$ cat src/design/dlp_pkg.sv
// ----------------------------------------------------------------------------
// dlp_pkg
// Shared types and constants of the duration literal parser.
// ----------------------------------------------------------------------------
package dlp_pkg;

    localparam int MAX_LENGTH = 255;
    localparam logic [7:0] CNT_LIMIT = (MAX_LENGTH < 255) ? 8'(MAX_LENGTH) : 8'd255;

    localparam logic [63:0] SAT_POS = 64'h7FFF_FFFF_FFFF_FFFF;
    localparam logic [63:0] SAT_NEG = 64'h8000_0000_0000_0000;
    localparam logic [63:0] NS_PER_SEC = 64'd1_000_000_000;

    typedef enum logic [3:0] {
        CL_DIGIT, CL_D, CL_H, CL_S, CL_M, CL_N, CL_U, CL_USCORE,
        CL_T, CL_I, CL_E, CL_HASH, CL_PLUS, CL_MINUS, CL_TERM, CL_OTHER
    } cls_t;

    typedef enum logic [2:0] {
        U_NS, U_US, U_MS, U_S, U_M, U_H, U_D, U_ONE
    } unit_t;

    typedef enum logic [3:0] {
        PH_IDLE, PH_PLAIN, PH_T, PH_TI, PH_TIM, PH_TIME, PH_HASH,
        PH_ELEM, PH_AFTER, PH_MPEND, PH_NPEND, PH_UPEND
    } phase_t;

    typedef struct packed {
        logic       start;
        cls_t       cls;
        logic [3:0] digit;
    } item_t;

    function automatic logic [63:0] unit_factor(unit_t u);
        logic [63:0] f;
        begin
            case (u)
                U_NS:    f = 64'd1;
                U_US:    f = 64'd1000;
                U_MS:    f = 64'd1_000_000;
                U_S:     f = NS_PER_SEC;
                U_M:     f = 64'd60 * NS_PER_SEC;
                U_H:     f = 64'd60 * 64'd60 * NS_PER_SEC;
                U_D:     f = 64'd24 * 64'd60 * 64'd60 * NS_PER_SEC;
                default: f = 64'd1;
            endcase
            return f;
        end
    endfunction

endpackage

$ cat src/design/dlp_front.sv
// ----------------------------------------------------------------------------
// dlp_front
// Accepts input beats and classifies each character for the back end.
// ----------------------------------------------------------------------------
module dlp_front (
    input  logic [7:0]          character,
    input  logic                start_req,
    input  logic                in_valid,
    output logic                in_stall,
    input  logic                q_full,
    output logic                push,
    output dlp_pkg::item_t      push_item
);
    import dlp_pkg::*;

    logic [7:0] lc;

    // fold upper case letters onto lower case
    assign lc       = (character inside {[8'h41:8'h5A]}) ? character + 8'd32 : character;
    assign in_stall = q_full;
    assign push     = in_valid && !q_full;

    always_comb
    begin
        push_item.start = start_req;
        push_item.digit = character[3:0];
        if (character inside {[8'h30:8'h39]})
        begin
            push_item.cls = CL_DIGIT;
        end
        else
        begin
            case (lc)
                "d":             push_item.cls = CL_D;
                "h":             push_item.cls = CL_H;
                "s":             push_item.cls = CL_S;
                "m":             push_item.cls = CL_M;
                "n":             push_item.cls = CL_N;
                "u":             push_item.cls = CL_U;
                "_":             push_item.cls = CL_USCORE;
                "t":             push_item.cls = CL_T;
                "i":             push_item.cls = CL_I;
                "e":             push_item.cls = CL_E;
                "#":             push_item.cls = CL_HASH;
                "+":             push_item.cls = CL_PLUS;
                "-":             push_item.cls = CL_MINUS;
                8'h00, ",", ")": push_item.cls = CL_TERM;
                default:         push_item.cls = CL_OTHER;
            endcase
        end
    end

endmodule

$ cat config.mk
export PLATFORM = sky130hd
export DESIGN_NAME = dlp_front
export DESIGN_NICKNAME = d
export VERILOG_FILES = /design/src/design/dlp_pkg.sv /design/src/design/dlp_front.sv
export SDC_FILE = /design/constraint.sdc
export NUM_CORES = 1
export LEC_CHECK = 0
export ABC_AREA = 1
export BUFFER_PORTS_ARGS = -buffer_cell sky130_fd_sc_hd__buf_2
export CORE_MARGIN = 1
export CORE_UTILIZATION = 45
export DETAILED_ROUTE_END_ITERATION = 10
export PLACE_DENSITY = 0.75
export SLEW_MARGIN = 10
export SYNTH_ARGS = -nofsm -noshare
export SYNTH_HDL_FRONTEND = slang
export SYNTH_SLANG_ARGS = --single-unit
export TNS_END_PERCENT = 100
$ cat constraint.sdc
create_clock -name vclk -period 2.2
set_clock_uncertainty 0.2 [all_clocks]
set_input_delay 0.44 -clock vclk [all_inputs]
set_output_delay 0.44 -clock vclk [all_outputs]
set_load 0.01 [all_outputs]
# After elaboration in Yosys (flattened, before gate mapping)
# Cells that the tools add are included.
# W data, S select, Z words.
# totals
mem_bits_rw,0
memories,0
register_bits,0
in_bits,11
out_inout_bits,11
romBits,0
latch_bits,0
# op_classes
n_mux,3
reduce_logical,6
n_eq_ne,15
n_div,0
bitwise,0
multipliers,0
shifts,0
magnitude_cmp,4
n_addsub,1
# op_table
op,count
$eq A8 B7 Y1 const B,10
$pmux W4 S14,1
$eq A8 B6 Y1 const B,5
$add A8 B6 Y8 const B,1
$ge A8 B6 Y1 const B,1
$ge A8 B7 Y1 const B,1
$le A8 B6 Y1 const B,1
$le A8 B7 Y1 const B,1
$logic_not A8 Y1,1
$mux W8,1
$mux W4,1
$logic_and A1 B1 Y1,3
$reduce_or A3 Y1,1
$logic_not A1 Y1,1

# Depth between registers and ports, before layout
# logic_depth
word_depth,7
mapped_depth,15
depth_no_buf,15

# Worst setup path before layout
# OpenSTA, ideal clock, no wires.
# synth_path
path_kind,input to output
startpoint,input port character[5]
endpoint,output port push_item[4] in the netlist's numbering
required_ns,1.560
n_path_buf,0
cell_stages,15
t_arrival_ns,1.721
path_slack_ns,-0.161
cell_sequence,inv_2 -> nand2_1 -> nor2_1 -> nand3_2 -> nand2_4 -> nand3_2 -> nand2_4 -> nor2_8 -> nand3_1 -> nand2_1 -> nor2_2 -> nand2_2 -> nor2_4 -> nor2_1 -> nor2_1
# synth_rtl
element,line,source
start: declaration,dlp_front.sv:6,"input logic [7:0] character,"
end: declaration,dlp_front.sv:12,output dlp_pkg::item_t push_item

==> flow_summary_export.csv <==
group,metric,value,unit
critical_path,critical_path.max_fanout,6,
drt,drt_iter0_drc,117,
placement,placedCellCount,169,
placement,dp_hpwl,1.50,mm
final_layout,seq_cells,0,
sta,fin_ws,-696,ps
global_routing,grt_pass1_wl,3.91,mm
sta,period_minus_slack,2900,ps
die,io_pins,22,
power,power.density,189,nW/um^2
flow_run,maxCapViolations,0,
global_routing,antenna_found_initial,0,
global_routing,grtUsageMet3,0.0556,
sta,tightest_slew,491,ps
sta,setup_violations,4,
sta,hold_viol,0,
sta,rsz0062_at_grt,"true",
power,ir_worst_vdd,0.000136,V
synthesis,synth_top_area_frac,0.154,
placement,place.gp.congestion,0.781,
synthesis,seq_area_frac_synth,0,
final_layout,fillCellCount,57,
die,die_w,40.2,um
sta,fin_crit_sh,1.32,
global_routing,grt_max_degree,9,
drt,vias,1159,
drt,routed_wl,3.60,mm
sta,slew_viol_final,0,
critical_path,arrival,2260,ps
global_routing,grt_overflow,0,
die,initial_core_util,0.492,
critical_path,worstPathRequired,1560,ps
final_layout,regArea,0,um^2
critical_path,critical_path_class,"in -> out",
drt,vias_per_cell,6.59,
final_layout,area_growth,81.3,%
placement,portBuffers,20,
die,fp.dieH,40.2,um
synthesis,ys_types,23,
global_routing,grt_use_met2,0.641,
status,status,"finished with violations",
global_routing,grt_pass1_vias,937,
critical_path,critPathSlowestCell,"buf_4",
sta,max_freq,0.345,GHz
synthesis,syn_area,657,um^2
drt,drtPass1Iterations,6,
power,total_leakage_power,0.574,nW
synthesis,syn_inst,122,
drt,wl_per_cell,20.5,um
global_routing,busiest_layer,"met2",
sta,whs,680,ps
critical_path,cpMostUsedCell,"nor2_2",
die,core_area,1330,um^2
synthesis,yosys_warnings,0,
hold_path,hold_class,"in -> out",
sta,relSlewSlack,0.670,
critical_path,critical_path.startpoint_type,"primary input",
final_layout,nets,176,
final_layout,layoutNonFillerInstCount,176,
final_layout,drive_gt1_frac,0.634,
global_routing,grtUsageTotal,0.351,
die,dieArea,1620,um^2
critical_path,cp-startpoint,"character[6]",
drt,final_antenna_net_count,0,
synthesis,synthesis.nets,135,
global_routing,gr-usage-met1,0.383,
synthesis,syn_area_per_cell,5.38,um^2
final_layout,n_antenna_cell,0,
die,placementRows,13,
drt,drc_errors,0,
critical_path,path_cells,"buf_6 > inv_2 > nor2_2 > nand3_2 > nand2_2 > nand2_4 > buf_4 > a21oi_4 > nand4_1 > buf_4 > nand2_1 > nor2_1 > nand2_1 > nor2_2 > nor2_2 > buf_2",
final_layout,nClkBuffers,0,
critical_path,critPathCapture,"push_item[4]",
synthesis,synthTopCellsByArea,"nor2_1 15%, nand2_1 11%, nand3_1 9.9%",
synthesis,post-synth-top-area-cell,"nor2_1",
critical_path,slowest_delay,190,ps
critical_path,endpoint_kind,"output port",
status,violations,"negative setup slack",
-- placed cells by master, fill, tap and decap left out --
master	netlist	routed
inv_1	13	11
nand2_2	8	10
nand4_1	2	2
a21oi_1	4	1
nor3_1	3	3
inv_8	0	1
and3_1	1	1
clkinv_8	0	1
inv_2	4	4
nor2_8	1	1
nand2_1	20	14
o22ai_1	2	2
nor2_2	4	10
buf_12	0	2
o21ai_2	1	1
nand3_2	2	6
buf_2	0	13
a21oi_2	0	2
nor2_1	27	12
nand2_4	2	5
a21oi_4	1	2
buf_4	6	23
nand3_1	13	8
buf_6	0	6
nand3b_1	2	2
nand3_4	0	1
ha_1	2	2
nand2_8	0	1
nor3_4	0	1
o21ai_1	1	1
nor2_4	2	12
-- worst min path at each step --
stage,from,endpoint,slack (ps),cells past startpoint
6_report,start_req,push_item[8],680,0
5_1_grt,start_req,push_item[8],680,0
4_1_cts,start_req,push_item[8],680,0
3_5_place_dp,start_req,push_item[8],680,0
3_3_place_gp,start_req,push_item[8],680,0
2_1_floorplan,q_full,push,730,1
-- where the power goes --
| part | switching, mW | internal [mW] |
|---|---|---|
| Sequential | 0 | 0 |
| Combinational | 0.134 | 0.0914 |
| Clock | 0 | 0 |
-- critical path: cells and delay by family --
family	cells	cell delay, ps
simple gates	10	960
compound gates	1	180
buf+inv	5	670
-- synth_stat cells (3+ instances only) --
master,number
inv_1,13
inv_2,4
nor2_1,27
buf_4,6
nand3_1,13
nand2_2,8
nor2_2,4
nand2_1,20
nor3_1,3
a21oi_1,4
-- cells by family after synthesis --
logic type      count (synthesis)  share of synthesized area
compound gates                  9                     0.0952
simple gates                   88                      0.701
buf+inv                        23                      0.166
fa+ha+maj                       2                     0.0381
-- area by class of cell --
type | count | area (um^2) | share of cell area
inverter | 17 | 83.8 | 0.0704
multi-input combinational | 100 | 743 | 0.624
tap | 15 | 18.8 | 0.0158
timing repair buffer | 44 | 345 | 0.290
-- through the flow --
stage | worst slack, ps | setup TNS, ps | area (um^2) | util | power [mW]
global placement | -485 | -1870 | 888 | 0.666 | 0.140
global route | -747 | -2760 | 1190 | 0.893 | 0.234
floorplan | -109 | -328 | 679 | - | 0.0871
detailed placement | -534 | -2050 | 888 | 0.666 | 0.144
finish | -696 | -2510 | 1190 | 0.893 | 0.225
CTS | -456 | -1720 | 1100 | 0.828 | 0.186
-- routing by layer --
| layer | part of all wire | vias up |
|---|---|---|
| met5 | 0 | - |
| met3 | 0.13 | 59 |
| li1 | - | 465 |
| met1 | 0.33 | 490 |
| met4 | 0.11 | 0 |
| met2 | 0.43 | 145 |
-- timing repair --
| action | 4_1_cts | 5_1_grt |
|---|---|---|
| buffers inserted | 3 | 3 |
| hold buffers | 0 | 0 |
| pin swaps | 29 | 18 |
| endpoints found under the setup margin | 4 | 4 |
| cloned | 1 | 0 |
| gates resized for setup | 49 | 16 |
(Power assumes the default switching activity.)
