--- src/design/dlp_pkg.sv ---
// ----------------------------------------------------------------------------
// dlp_pkg
// Shared types and constants of the duration literal parser.
// ----------------------------------------------------------------------------
package dlp_pkg;

    localparam int MAX_LENGTH = 255;
    localparam logic [7:0] CNT_LIMIT = (MAX_LENGTH < 255) ? 8'(MAX_LENGTH) : 8'd255;

    localparam logic [63:0] SAT_POS = 64'h7FFF_FFFF_FFFF_FFFF;
    localparam logic [63:0] SAT_NEG = 64'h8000_0000_0000_0000;
    localparam logic [63:0] NS_PER_SEC = 64'd1_000_000_000;

    typedef enum logic [3:0] {
        CL_DIGIT, CL_D, CL_H, CL_S, CL_M, CL_N, CL_U, CL_USCORE,
        CL_T, CL_I, CL_E, CL_HASH, CL_PLUS, CL_MINUS, CL_TERM, CL_OTHER
    } cls_t;

    typedef enum logic [2:0] {
        U_NS, U_US, U_MS, U_S, U_M, U_H, U_D, U_ONE
    } unit_t;

    typedef enum logic [3:0] {
        PH_IDLE, PH_PLAIN, PH_T, PH_TI, PH_TIM, PH_TIME, PH_HASH,
        PH_ELEM, PH_AFTER, PH_MPEND, PH_NPEND, PH_UPEND
    } phase_t;

    typedef struct packed {
        logic       start;
        cls_t       cls;
        logic [3:0] digit;
    } item_t;

    function automatic logic [63:0] unit_factor(unit_t u);
        logic [63:0] f;
        begin
            case (u)
                U_NS:    f = 64'd1;
                U_US:    f = 64'd1000;
                U_MS:    f = 64'd1_000_000;
                U_S:     f = NS_PER_SEC;
                U_M:     f = 64'd60 * NS_PER_SEC;
                U_H:     f = 64'd60 * 64'd60 * NS_PER_SEC;
                U_D:     f = 64'd24 * 64'd60 * 64'd60 * NS_PER_SEC;
                default: f = 64'd1;
            endcase
            return f;
        end
    endfunction

endpackage

--- src/design/dlp_fifo.sv ---
// ----------------------------------------------------------------------------
// dlp_fifo
// Short queue of classified characters between front and back end.
// ----------------------------------------------------------------------------
module dlp_fifo (
    input  logic           clk,
    input  logic           rst_n,
    input  logic           push,
    input  dlp_pkg::item_t push_item,
    output logic           full,
    input  logic           pop,
    output logic           head_valid,
    output dlp_pkg::item_t head_item
);
    import dlp_pkg::*;

    localparam int DEPTH = 4;
    localparam int AW = $clog2(DEPTH);

    item_t            mem_reg [DEPTH];
    logic [AW-1:0]    wr_ptr_reg;
    logic [AW-1:0]    rd_ptr_reg;
    logic [AW:0]      cnt_reg;
    logic             do_push;
    logic             do_pop;

    assign full       = (cnt_reg == (AW+1)'(DEPTH));
    assign head_valid = (cnt_reg != '0);
    assign head_item  = mem_reg[rd_ptr_reg];
    assign do_push    = push && !full;
    assign do_pop     = pop && head_valid;

    always_ff @(posedge clk)
    begin
        if (do_push)
        begin
            mem_reg[wr_ptr_reg] <= push_item;
        end
    end

    always_ff @(posedge clk or negedge rst_n)
    begin
        if (!rst_n)
        begin
            wr_ptr_reg <= '0;
            rd_ptr_reg <= '0;
            cnt_reg    <= '0;
        end
        else
        begin
            if (do_push)
            begin
                wr_ptr_reg <= wr_ptr_reg + 1'b1;
            end
            if (do_pop)
            begin
                rd_ptr_reg <= rd_ptr_reg + 1'b1;
            end
            case ({do_push, do_pop})
                2'b10:   cnt_reg <= cnt_reg + 1'b1;
                2'b01:   cnt_reg <= cnt_reg - 1'b1;
                default: cnt_reg <= cnt_reg;
            endcase
        end
    end

endmodule

--- config.mk ---
export PLATFORM = sky130hd
export DESIGN_NAME = dlp_fifo
export DESIGN_NICKNAME = d
export VERILOG_FILES = /design/src/design/dlp_pkg.sv /design/src/design/dlp_fifo.sv
export SDC_FILE = /design/constraint.sdc
export NUM_CORES = 1
export LEC_CHECK = 0
export ABC_AREA = 1
export ABC_CLOCK_PERIOD_IN_PS = 1800
export BUFFER_PORTS_ARGS = -buffer_cell sky130_fd_sc_hd__buf_2
export CAP_MARGIN = 20
export CORE_MARGIN = 1.5
export CORE_UTILIZATION = 35
export CTS_BUF_LIST = sky130_fd_sc_hd__clkbuf_4
export DETAILED_ROUTE_END_ITERATION = 10
export REMOVE_ABC_BUFFERS = 1
export SYNTH_ARGS = -nofsm -noshare
export SYNTH_HDL_FRONTEND = slang
export SYNTH_SLANG_ARGS = --single-unit
--- constraint.sdc ---
create_clock -name clk -period 1.8 [get_ports clk]
set_clock_uncertainty 0.15 [all_clocks]
set_input_delay 0.36 -clock clk [delete_from_list [all_inputs] [get_ports clk]]
set_output_delay 0.36 -clock clk [all_outputs]
set_load 0.02 [all_outputs]
After elaboration in Yosys (flattened, before gate mapping)
Memory sizes are Yosys's and may differ from the RTL's.
Cells that the tools add are included.
{"block": "word_totals", "ff_bits": 7, "latchBits": 0, "ram_bits": 36, "mem_bits_ro": 0, "inputBits": 13, "mem_count": 1}
{"memory": "mem_reg", "words": 4, "word_bits": 9, "read_ports": 1, "rd_clocked_by_memory_dff": 0, "write_ports": 1, "line": "dlp_fifo.sv:20", "source": "item_t mem_reg [DEPTH];"}
{"block": "op_classes", "addsub": 4, "mul": 0, "div_mod_pow": 0, "n_lt_le_gt_ge": 0, "n_eq_ne": 3, "n_shift": 0, "muxes": 3, "bitwise": 0, "reduce_logical": 5}
{"operator": "one-hot mux 3 bit (2 select lines)", "count": 1}
{"operator": "adder 2 x 1 -> 2 bit (second input constant)", "count": 2}
{"operator": "adder 3 x 1 -> 3 bit (second input constant)", "count": 1}
{"operator": "equality test 3 bit (second input constant)", "count": 1}
{"operator": "nonzero test 3 bit", "count": 1}
{"operator": "subtractor 3 x 1 -> 3 bit (second input constant)", "count": 1}
{"operator": "equality test 2 x 1 -> 1 bit (second input constant)", "count": 1}
{"operator": "equality test 2 bit (second input constant)", "count": 1}
{"operator": "logical AND 1 bit", "count": 2}
{"operator": "two-way mux 1 bit", "count": 2}
{"operator": "nonzero test 2 bit", "count": 1}
{"operator": "zero test 1 bit", "count": 1}

Depth between registers and ports, before layout
Gate-level depths: netlist (run 1).
{"block": "depth", "depth_word": 5, "depth_mapped": 12, "ltp_nobuf": 12}

Worst setup path after synthesis (run 1)
Ideal clock, no wire load.
{"block": "synth_timing", "path_kind": "register to register", "start": "register cnt_reg[0]", "end": "register cnt_reg[1]", "setup_time_ns": 0.083, "arrival_ns": 1.718, "path_slack_ns": -0.151, "path_stages_with_launch": 9, "n_path_buf": 0, "cell_sequence": "dfrtp_1 inv_1 nand3_1 nand2_1 inv_1 ha_1 inv_1 fa_1 o21ai_0"}
{"block": "synth_between", "word_cells_on_any_way": 11}
{"element": "start: declaration", "line": "dlp_fifo.sv:23", "source": "logic [AW:0] cnt_reg;"}
{"element": "start signal: assignment", "line": "dlp_fifo.sv:60", "source": "2'b10: cnt_reg <= cnt_reg + 1'b1;"}
{"element": "start signal: assignment", "line": "dlp_fifo.sv:61", "source": "2'b01: cnt_reg <= cnt_reg - 1'b1;"}
{"element": "start signal: assignment", "line": "dlp_fifo.sv:62", "source": "default: cnt_reg <= cnt_reg;"}
{"element": "nonzero test 3 bit *", "line": "dlp_fifo.sv:28", "source": "assign head_valid = (cnt_reg != '0);"}
{"element": "named net head_valid", "line": "dlp_fifo.sv:12", "source": "output logic head_valid,"}
{"element": "logical AND 1 bit *", "line": "dlp_fifo.sv:31", "source": "assign do_pop = pop && head_valid;"}
{"element": "named net do_pop", "line": "dlp_fifo.sv:25", "source": "logic do_pop;"}
{"element": "equality test 2 x 1 -> 1 bit / equality test 2 bit (equally long branches)", "line": "dlp_fifo.sv:59", "source": "case ({do_push, do_pop})"}
{"element": "one-hot mux 3 bit (2 select lines) / nonzero test 2 bit (equally long branches)"}
Mark *: on every way through the listed nets, which the timed path passes. The rest lies on a longest branch.
A chain may end at the register's enable or synchronous reset.

==> run_results.csv, run 1 <==
group,metric,value,unit
clock_network,root_buffer,"clkbuf_4",
placement,io_buffers,23,
clock_network,cts_sinks,43,
worst_setup_path,startpoint,"rd_ptr_reg[0]$_DFFE_PN0P_",
layout,final_nets,236,
global_routing,grt-ovfl-total,0,
sta,tightest_slew,172,ps
global_routing,grt_pass1_wl,5440,um
worst_setup_path,r2r_cells,10,
layout,final_cell_count_no_fill,287,
worst_setup_path,cp.required,1290,ps
worst_setup_path,worstSetupStartpointType,"flip-flop",
floorplanning,core,5140,um^2
worst_setup_path,arrival,1390,ps
placement,dp_hpwl,2260,um
route,via_per_inst,4.39,
route,ant_nets,0,
sta,rsz0062_at_grt,"true",
yosys,ys.flop_type,"edfxtp_1",
clock_network,tritoncts,"built",
sta,clock.fmax,526,MHz
sta,timing.hold.ws,86.5,ps
sta,drv_slew,0,
layout,syn2layout_area_growth,29.5,%
floorplanning,rows,26,
clock_network,clk_latency,330,ps
worst_setup_path,critPathKind,"reg -> out",
floorplanning,die_w,76.3,um
layout,antenna_cells,0,
power_and_ir_drop,pwr_density_cell,1650,nW/um^2
worst_setup_path,cp_top_family,"buffers and inverters",
clock_network,numCtsBuffers,5,
worst_setup_path,cp-end-kind,"output pin",
worst_setup_path,cp_num_buf_inv,3,
sta,setup_viol,9,
worst_setup_path,worstPathMaxFanout,14,
worst_setup_path,slowest_stage,"dfrtp_1",
route,wl_per_cell,12.2,um
flow_run,cap_violations,0,
worst_setup_path,cp_num_cells,5,
yosys,async_reset_ff_share,16.3,%
route,wl,3500,um
power_and_ir_drop,p_leak,1.09,nW
clock_network,cts.clk_slew.worst_paths,120,ps
route,vias,1261,
yosys,syn_area,1880,um^2
global_routing,grt_max_degree,29,
layout,regArea,1260,um^2
route,first_pass_iters,4,
yosys,synth_warnings,0,
worst_setup_path,r2r-start,"cnt_reg[2]$_DFFE_PN0P_",
yosys,synth_seq_cells,43,
worst_setup_path,crit_end,"head_item[0]",
worst_setup_path,rrSetupSlack,40,ps
sta,relSlewSlack,88.5,%
global_routing,grtUsageTotal,12.3,%
placement,pre_cts_slack,-32.8,ps
sta,finalCriticalPeriod,1900,ps
power_and_ir_drop,report.power.total,4.01,mW
sta,hold_viol,0,
yosys,postSynthCellCount,164,
worst_hold_path,hold_path.class,"in -> reg",
route,drcViolationCount,0,
floorplanning,ioPinCount,24,
layout,fin_util,47.4,%
worst_setup_path,r2r-end,"cnt_reg[2]$_DFFE_PN0P_",
clock_network,cts_max_level,2,
outcome,outcome,"finished, violations left",
yosys,yosysSeqAreaShare,66.8,%
placement,placed_cells,268,
floorplanning,fp.dieH,76.3,um
worst_setup_path,worstPathCellList,"inv_4, clkbuf_16, o211ai_1, nand2_1, buf_2",
layout,multi_input_comb_area,509,um^2
worst_setup_path,cp_slowest_stage_delay,410,ps
yosys,ys_types,17,
global_routing,grt_pass1_vias,1192,
sta,setup_ws,-101,ps
floorplanning,dieArea,5830,um^2
floorplanning,start_util,36.6,%
layout,largest_reg_flops,36,
placement,routabilityCongestion,0.811,
sta,timing.final.crit_share,106,%
outcome,violations,"negative setup slack",
clock_network,clock_path_buffers,2,
yosys,synth_edf_count,36,
power_and_ir_drop,peakVddDrop,0.000766,V
route,drt_iter0_markers,95,
layout,drive_above_1_share,34.6,%
yosys,syn_area_per_cell,11.5,um^2
global_routing,antenna_found_initial,0,
layout,nFillCells,515,
-- power by group --
part | internal, mW | switching [mW] | leakage (nW)
Combinational | 0.869 | 1.14 | 0.636
Clock | 0.302 | 0.272 | 0.0417
Sequential | 1.33 | 0.101 | 0.414
Total | 2.51 | 1.51 | 1.09
-- per-stage QoR --
stage | area (um^2) | setup TNS [ps]
after floorplan | 1840 | -256
after global placement | 2170 | 0
after detailed placement | 2170 | -54.8
after CTS | 2300 | -843
after global routing | 2440 | -2000
final | 2440 | -716
-- final cells by class --
type                            instances  share of cell area [%]
Timing Repair Buffer                   50                    15.2
Sequential cell                        43                    51.5
Inverter                               35                    5.65
Clock buffer                            6                    1.85
Tap cell                               70                    3.59
Multi-Input combinational cell         82                    20.9
Clock inverter                          1                    1.23
-- repair_timing --
action / in CTS / in global routing
hold buffers: 1 / 0
gates resized for setup: 6 / 24
setup buffers: 4 / 5
pin swaps: 1 / 9
gates cloned: 0 / 2
endpoints found under the hold margin: 7 / 0
setup endpoints to repair: 12 / 13
-- worst min-delay path by stage --
stage	cells past startpoint	end	slack, ps	startpoint
finish	1	mem_reg[2][7]$_DFFE_PP_	90	push_item[7]
global route	1	mem_reg[1][5]$_DFFE_PP_	50	push_item[5]
CTS	1	mem_reg[2][5]$_DFFE_PP_	70	push_item[5]
detailed placement	1	cnt_reg[2]$_DFFE_PN0P_	50	rst_n
global placement	1	cnt_reg[2]$_DFFE_PN0P_	50	rst_n
floorplan	0	cnt_reg[0]$_DFFE_PN0P_	-90	rst_n
-- per-layer routing --
metal	GRT usage [%]	share of wire, %
met1	14.7	42
met2	21.0	52
met3	3.35	4.1
met5	0	0
met4	5.00	1.4
-- cells by family after synthesis --
kind of cell,synth area share [%]
and+or+nand+nor,11.9
DFF,66.8
buffers and inverters,9.04
AOI/OAI and AO/OA,7.45
adders and majority gates,4.39
xor gates and xnor gates,0.466
-- Yosys cell counts (3+ instances only) --
cell / number / area (um^2)
buf_6: 3 / 33.8
inv_1: 33 / 124
o211ai_1: 18 / 135
nor2_1: 4 / 15.0
edfxtp_1: 36 / 1080
nand2_1: 43 / 161
nand3_1: 7 / 35.0
ha_1: 5 / 62.6
dfrtp_1: 7 / 175
-- cells in the final DEF, fill, tap and decap left out --
cell type,netlist,layout
edfxtp_1,36,36
nand3_1,7,4
buf_4,0,20
nand2_4,0,1
nand3_4,0,1
inv_1,33,26
fa_2,0,1
nand2_1,43,40
nand2_2,1,3
nand3_2,0,2
dlygate4sd3_1,0,1
o211ai_1,18,18
o21ai_2,0,1
nor2_1,4,4
buf_6,3,5
buf_2,1,22
ha_4,0,1
buf_12,0,1
clkinv_2,0,1
inv_4,0,2
dfrtp_1,7,7
clkbuf_4,0,6
inv_2,1,6
clkbuf_16,0,1
nand4_1,1,1
ha_1,5,4
xnor2_1,1,1
bufinv_16,0,1
Power figures use the tool's default switching activity.
==> run 2: changes to the inputs <==
--- a/config.mk
+++ b/config.mk
@@ -15,2 +15,3 @@
 export DETAILED_ROUTE_END_ITERATION = 10
+export HOLD_SLACK_MARGIN = 0.02
 export REMOVE_ABC_BUFFERS = 1
==> constraint.sdc (replaced) <==
create_clock -name clk -period 1.8 [get_ports clk]
set_clock_uncertainty 0.15 [all_clocks]
set_input_delay 0.18 -clock clk [delete_from_list [all_inputs] [get_ports clk]]
set_output_delay 0.18 -clock clk [all_outputs]
set_load 0.02 [all_outputs]
==> run 2 against run 1 <==
Effect of this change:
- the run now ends clean
- worst setup slack gained 130 ps
- count of clock-buffer cells in the layout grew 1
- worst hold slack lost 57 ps
- global-route usage grew 0.37 points
- non-clock buffer count grew 6
- sequential share of layout area shrank 1.5 points
- critical path depth is the same
- cell area grew 3.0%
- die area is the same
- largest cell class unchanged
- largest power group unchanged
==> run_results.csv, run 2 (synthesis gave the netlist of run 1 again) <==
group,metric,value,unit
sta,rsz0062_at_grt,"true",
sta,timing.final.crit_share,98.6,%
layout,antenna_cells,0,
worst_setup_path,arrival,1450,ps
global_routing,grt_max_degree,25,
route,drt_iter0_markers,97,
worst_hold_path,hold_path.class,"in -> async",
sta,tightest_slew,175,ps
global_routing,antenna_found_initial,0,
worst_setup_path,cp.required,1470,ps
clock_network,numCtsBuffers,5,
layout,final_nets,242,
sta,drv_slew,0,
sta,setup_viol,0,
clock_network,clock_path_buffers,2,
global_routing,grtUsageTotal,12.7,%
global_routing,met3_usage,3.71,%
worst_setup_path,worstSetupStartpointType,"flip-flop",
sta,relSlewSlack,88.3,%
sta,setup-tns-final,0,ps
floorplanning,core,5140,um^2
sta,timing.hold.ws,29.8,ps
worst_setup_path,worstPathMaxFanout,12,
route,ant_nets,0,
sta,finalCriticalPeriod,1780,ps
clock_network,cts.clk_slew.worst_paths,120,ps
layout,syn2layout_area_growth,33.4,%
floorplanning,die_w,76.3,um
global_routing,grt.met2_usage,21.5,%
placement,io_buffers,23,
global_routing,grt_pass1_wl,5680,um
layout,final_cell_mix,"nand2_1 (42), edfxtp_1 (36), inv_1 (30)",
clock_network,cts_max_level,2,
outcome,outcome,"finished clean",
placement,routabilityCongestion,0.728,
clock_network,clk_latency,350,ps
global_routing,grt-ovfl-total,0,
power_and_ir_drop,p_leak,1.12,nW
route,first_pass_iters,4,
placement,dp_hpwl,2190,um
floorplanning,ioPinCount,24,
global_routing,top_usage_layer,"met2",
global_routing,grt_pass1_vias,1241,
clock_network,root_buffer,"clkbuf_4",
route,vias,1259,
sta,clock.fmax,563,MHz
route,drcViolationCount,0,
clock_network,cts_sinks,43,
layout,drive_above_1_share,29.5,%
route,wl_per_cell,11.4,um
layout,largest_reg_flops,36,
worst_setup_path,critPathKind,"reg -> out",
floorplanning,dieArea,5830,um^2
floorplanning,rows,26,
flow_run,cap_violations,0,
power_and_ir_drop,peakVddDrop,0.000919,V
clock_network,tritoncts,"built",
floorplanning,start_util,36.6,%
power_and_ir_drop,pwr_density_cell,1580,nW/um^2
worst_setup_path,cp-end-kind,"output pin",
sta,hold_viol,0,
floorplanning,fp.dieH,76.3,um
route,wl,3350,um
global_routing,use_met1,15.4,%
worst_setup_path,r2r_cells,7,
route,via_per_inst,4.28,
layout,layout_commonest_cell,"nand2_1",
[run 2: cell types whose count changed in the layout (fill, tap and decap cells not counted)]
cell,previous run,this run
inv_1,26,30
nor2_1,4,2
dlygate4sd3_1,1,12
clkbuf_4,6,7
buf_6,5,2
nand2_2,3,1
nor2_2,0,2
nand2_1,40,42
buf_12,1,2
buf_4,20,17
inv_2,6,3
inv_4,2,1
nand3_1,4,5
nand3_2,2,1
[run 2: worst paths after layout]
| kind | startpoint | endpoint | slack [ps] |
|---|---|---|---|
| max | rd_ptr_reg[0]$_DFFE_PN0P_ | head_item[2] | 20 |
| min | rst_n | rd_ptr_reg[0]$_DFFE_PN0P_ | 30 |
| max reg2reg | cnt_reg[2]$_DFFE_PN0P_ | mem_reg[1][3]$_DFFE_PP_ | 70 |
| min reg2reg | cnt_reg[1]$_DFFE_PN0P_ | cnt_reg[1]$_DFFE_PN0P_ | 370 |
| max in group asynchronous | rst_n | cnt_reg[1]$_DFFE_PN0P_ | 1310 |
| min in group clk | cnt_reg[1]$_DFFE_PN0P_ | cnt_reg[1]$_DFFE_PN0P_ | 370 |
[run 2: through the flow]
step | instance area, um^2 | setup WS (ps) | power (mW) | utilization (%) | instances
global placement | 2160 | 10.5 | 3.00 | 42.1 | 267
global route | 2510 | -78.6 | 4.27 | 48.9 | 294
detailed placement | 2160 | -31.7 | 3.03 | 42.1 | 267
finish | 2510 | 24.5 | 3.96 | 48.9 | 294
floorplan | 1840 | -151 | 2.42 | - | 160
CTS | 2420 | -7.27 | 3.79 | 47.1 | 291
[run 2: critical path, stage by stage (launching register included)]
cell and delay (ps):
dfrtp_1 440, inv_4 80, clkbuf_16 170, o211ai_1 160, nand2_1 100, buf_6 140
[run 2: per-layer routing]
metal	wire length, um	share of wire [%]
met1	1500	45
met2	1680	50
met3	124	3.7
met4	55	1.6
met5	0	0
[run 2: what timing repair did]
action                     4_1_cts  5_1_grt
pin swaps                        1        6
hold buffers                    12        0
cloned                           0        1
hold endpoints to repair        46        0
setup endpoints to repair       11       25
resized for setup                7       13
buffers inserted                 4        2
[run 2: cell type report]
cell class / instances / area, um^2
clock buffers: 7 / 52.6
clock inverters: 1 / 30.0
fillers: 497 / 2630
inverters: 35 / 135
multi-input cells: 82 / 504
flip-flops and latches: 43 / 1260
well taps: 70 / 87.6
repair buffers: 56 / 445
[run 2: power by group]
part           switching [mW]  leakage [nW]  total, mW  internal, mW
combinational            1.09         0.662       1.92         0.828
clock                   0.285        0.0463      0.610         0.325
sequential             0.0991         0.414       1.43          1.33
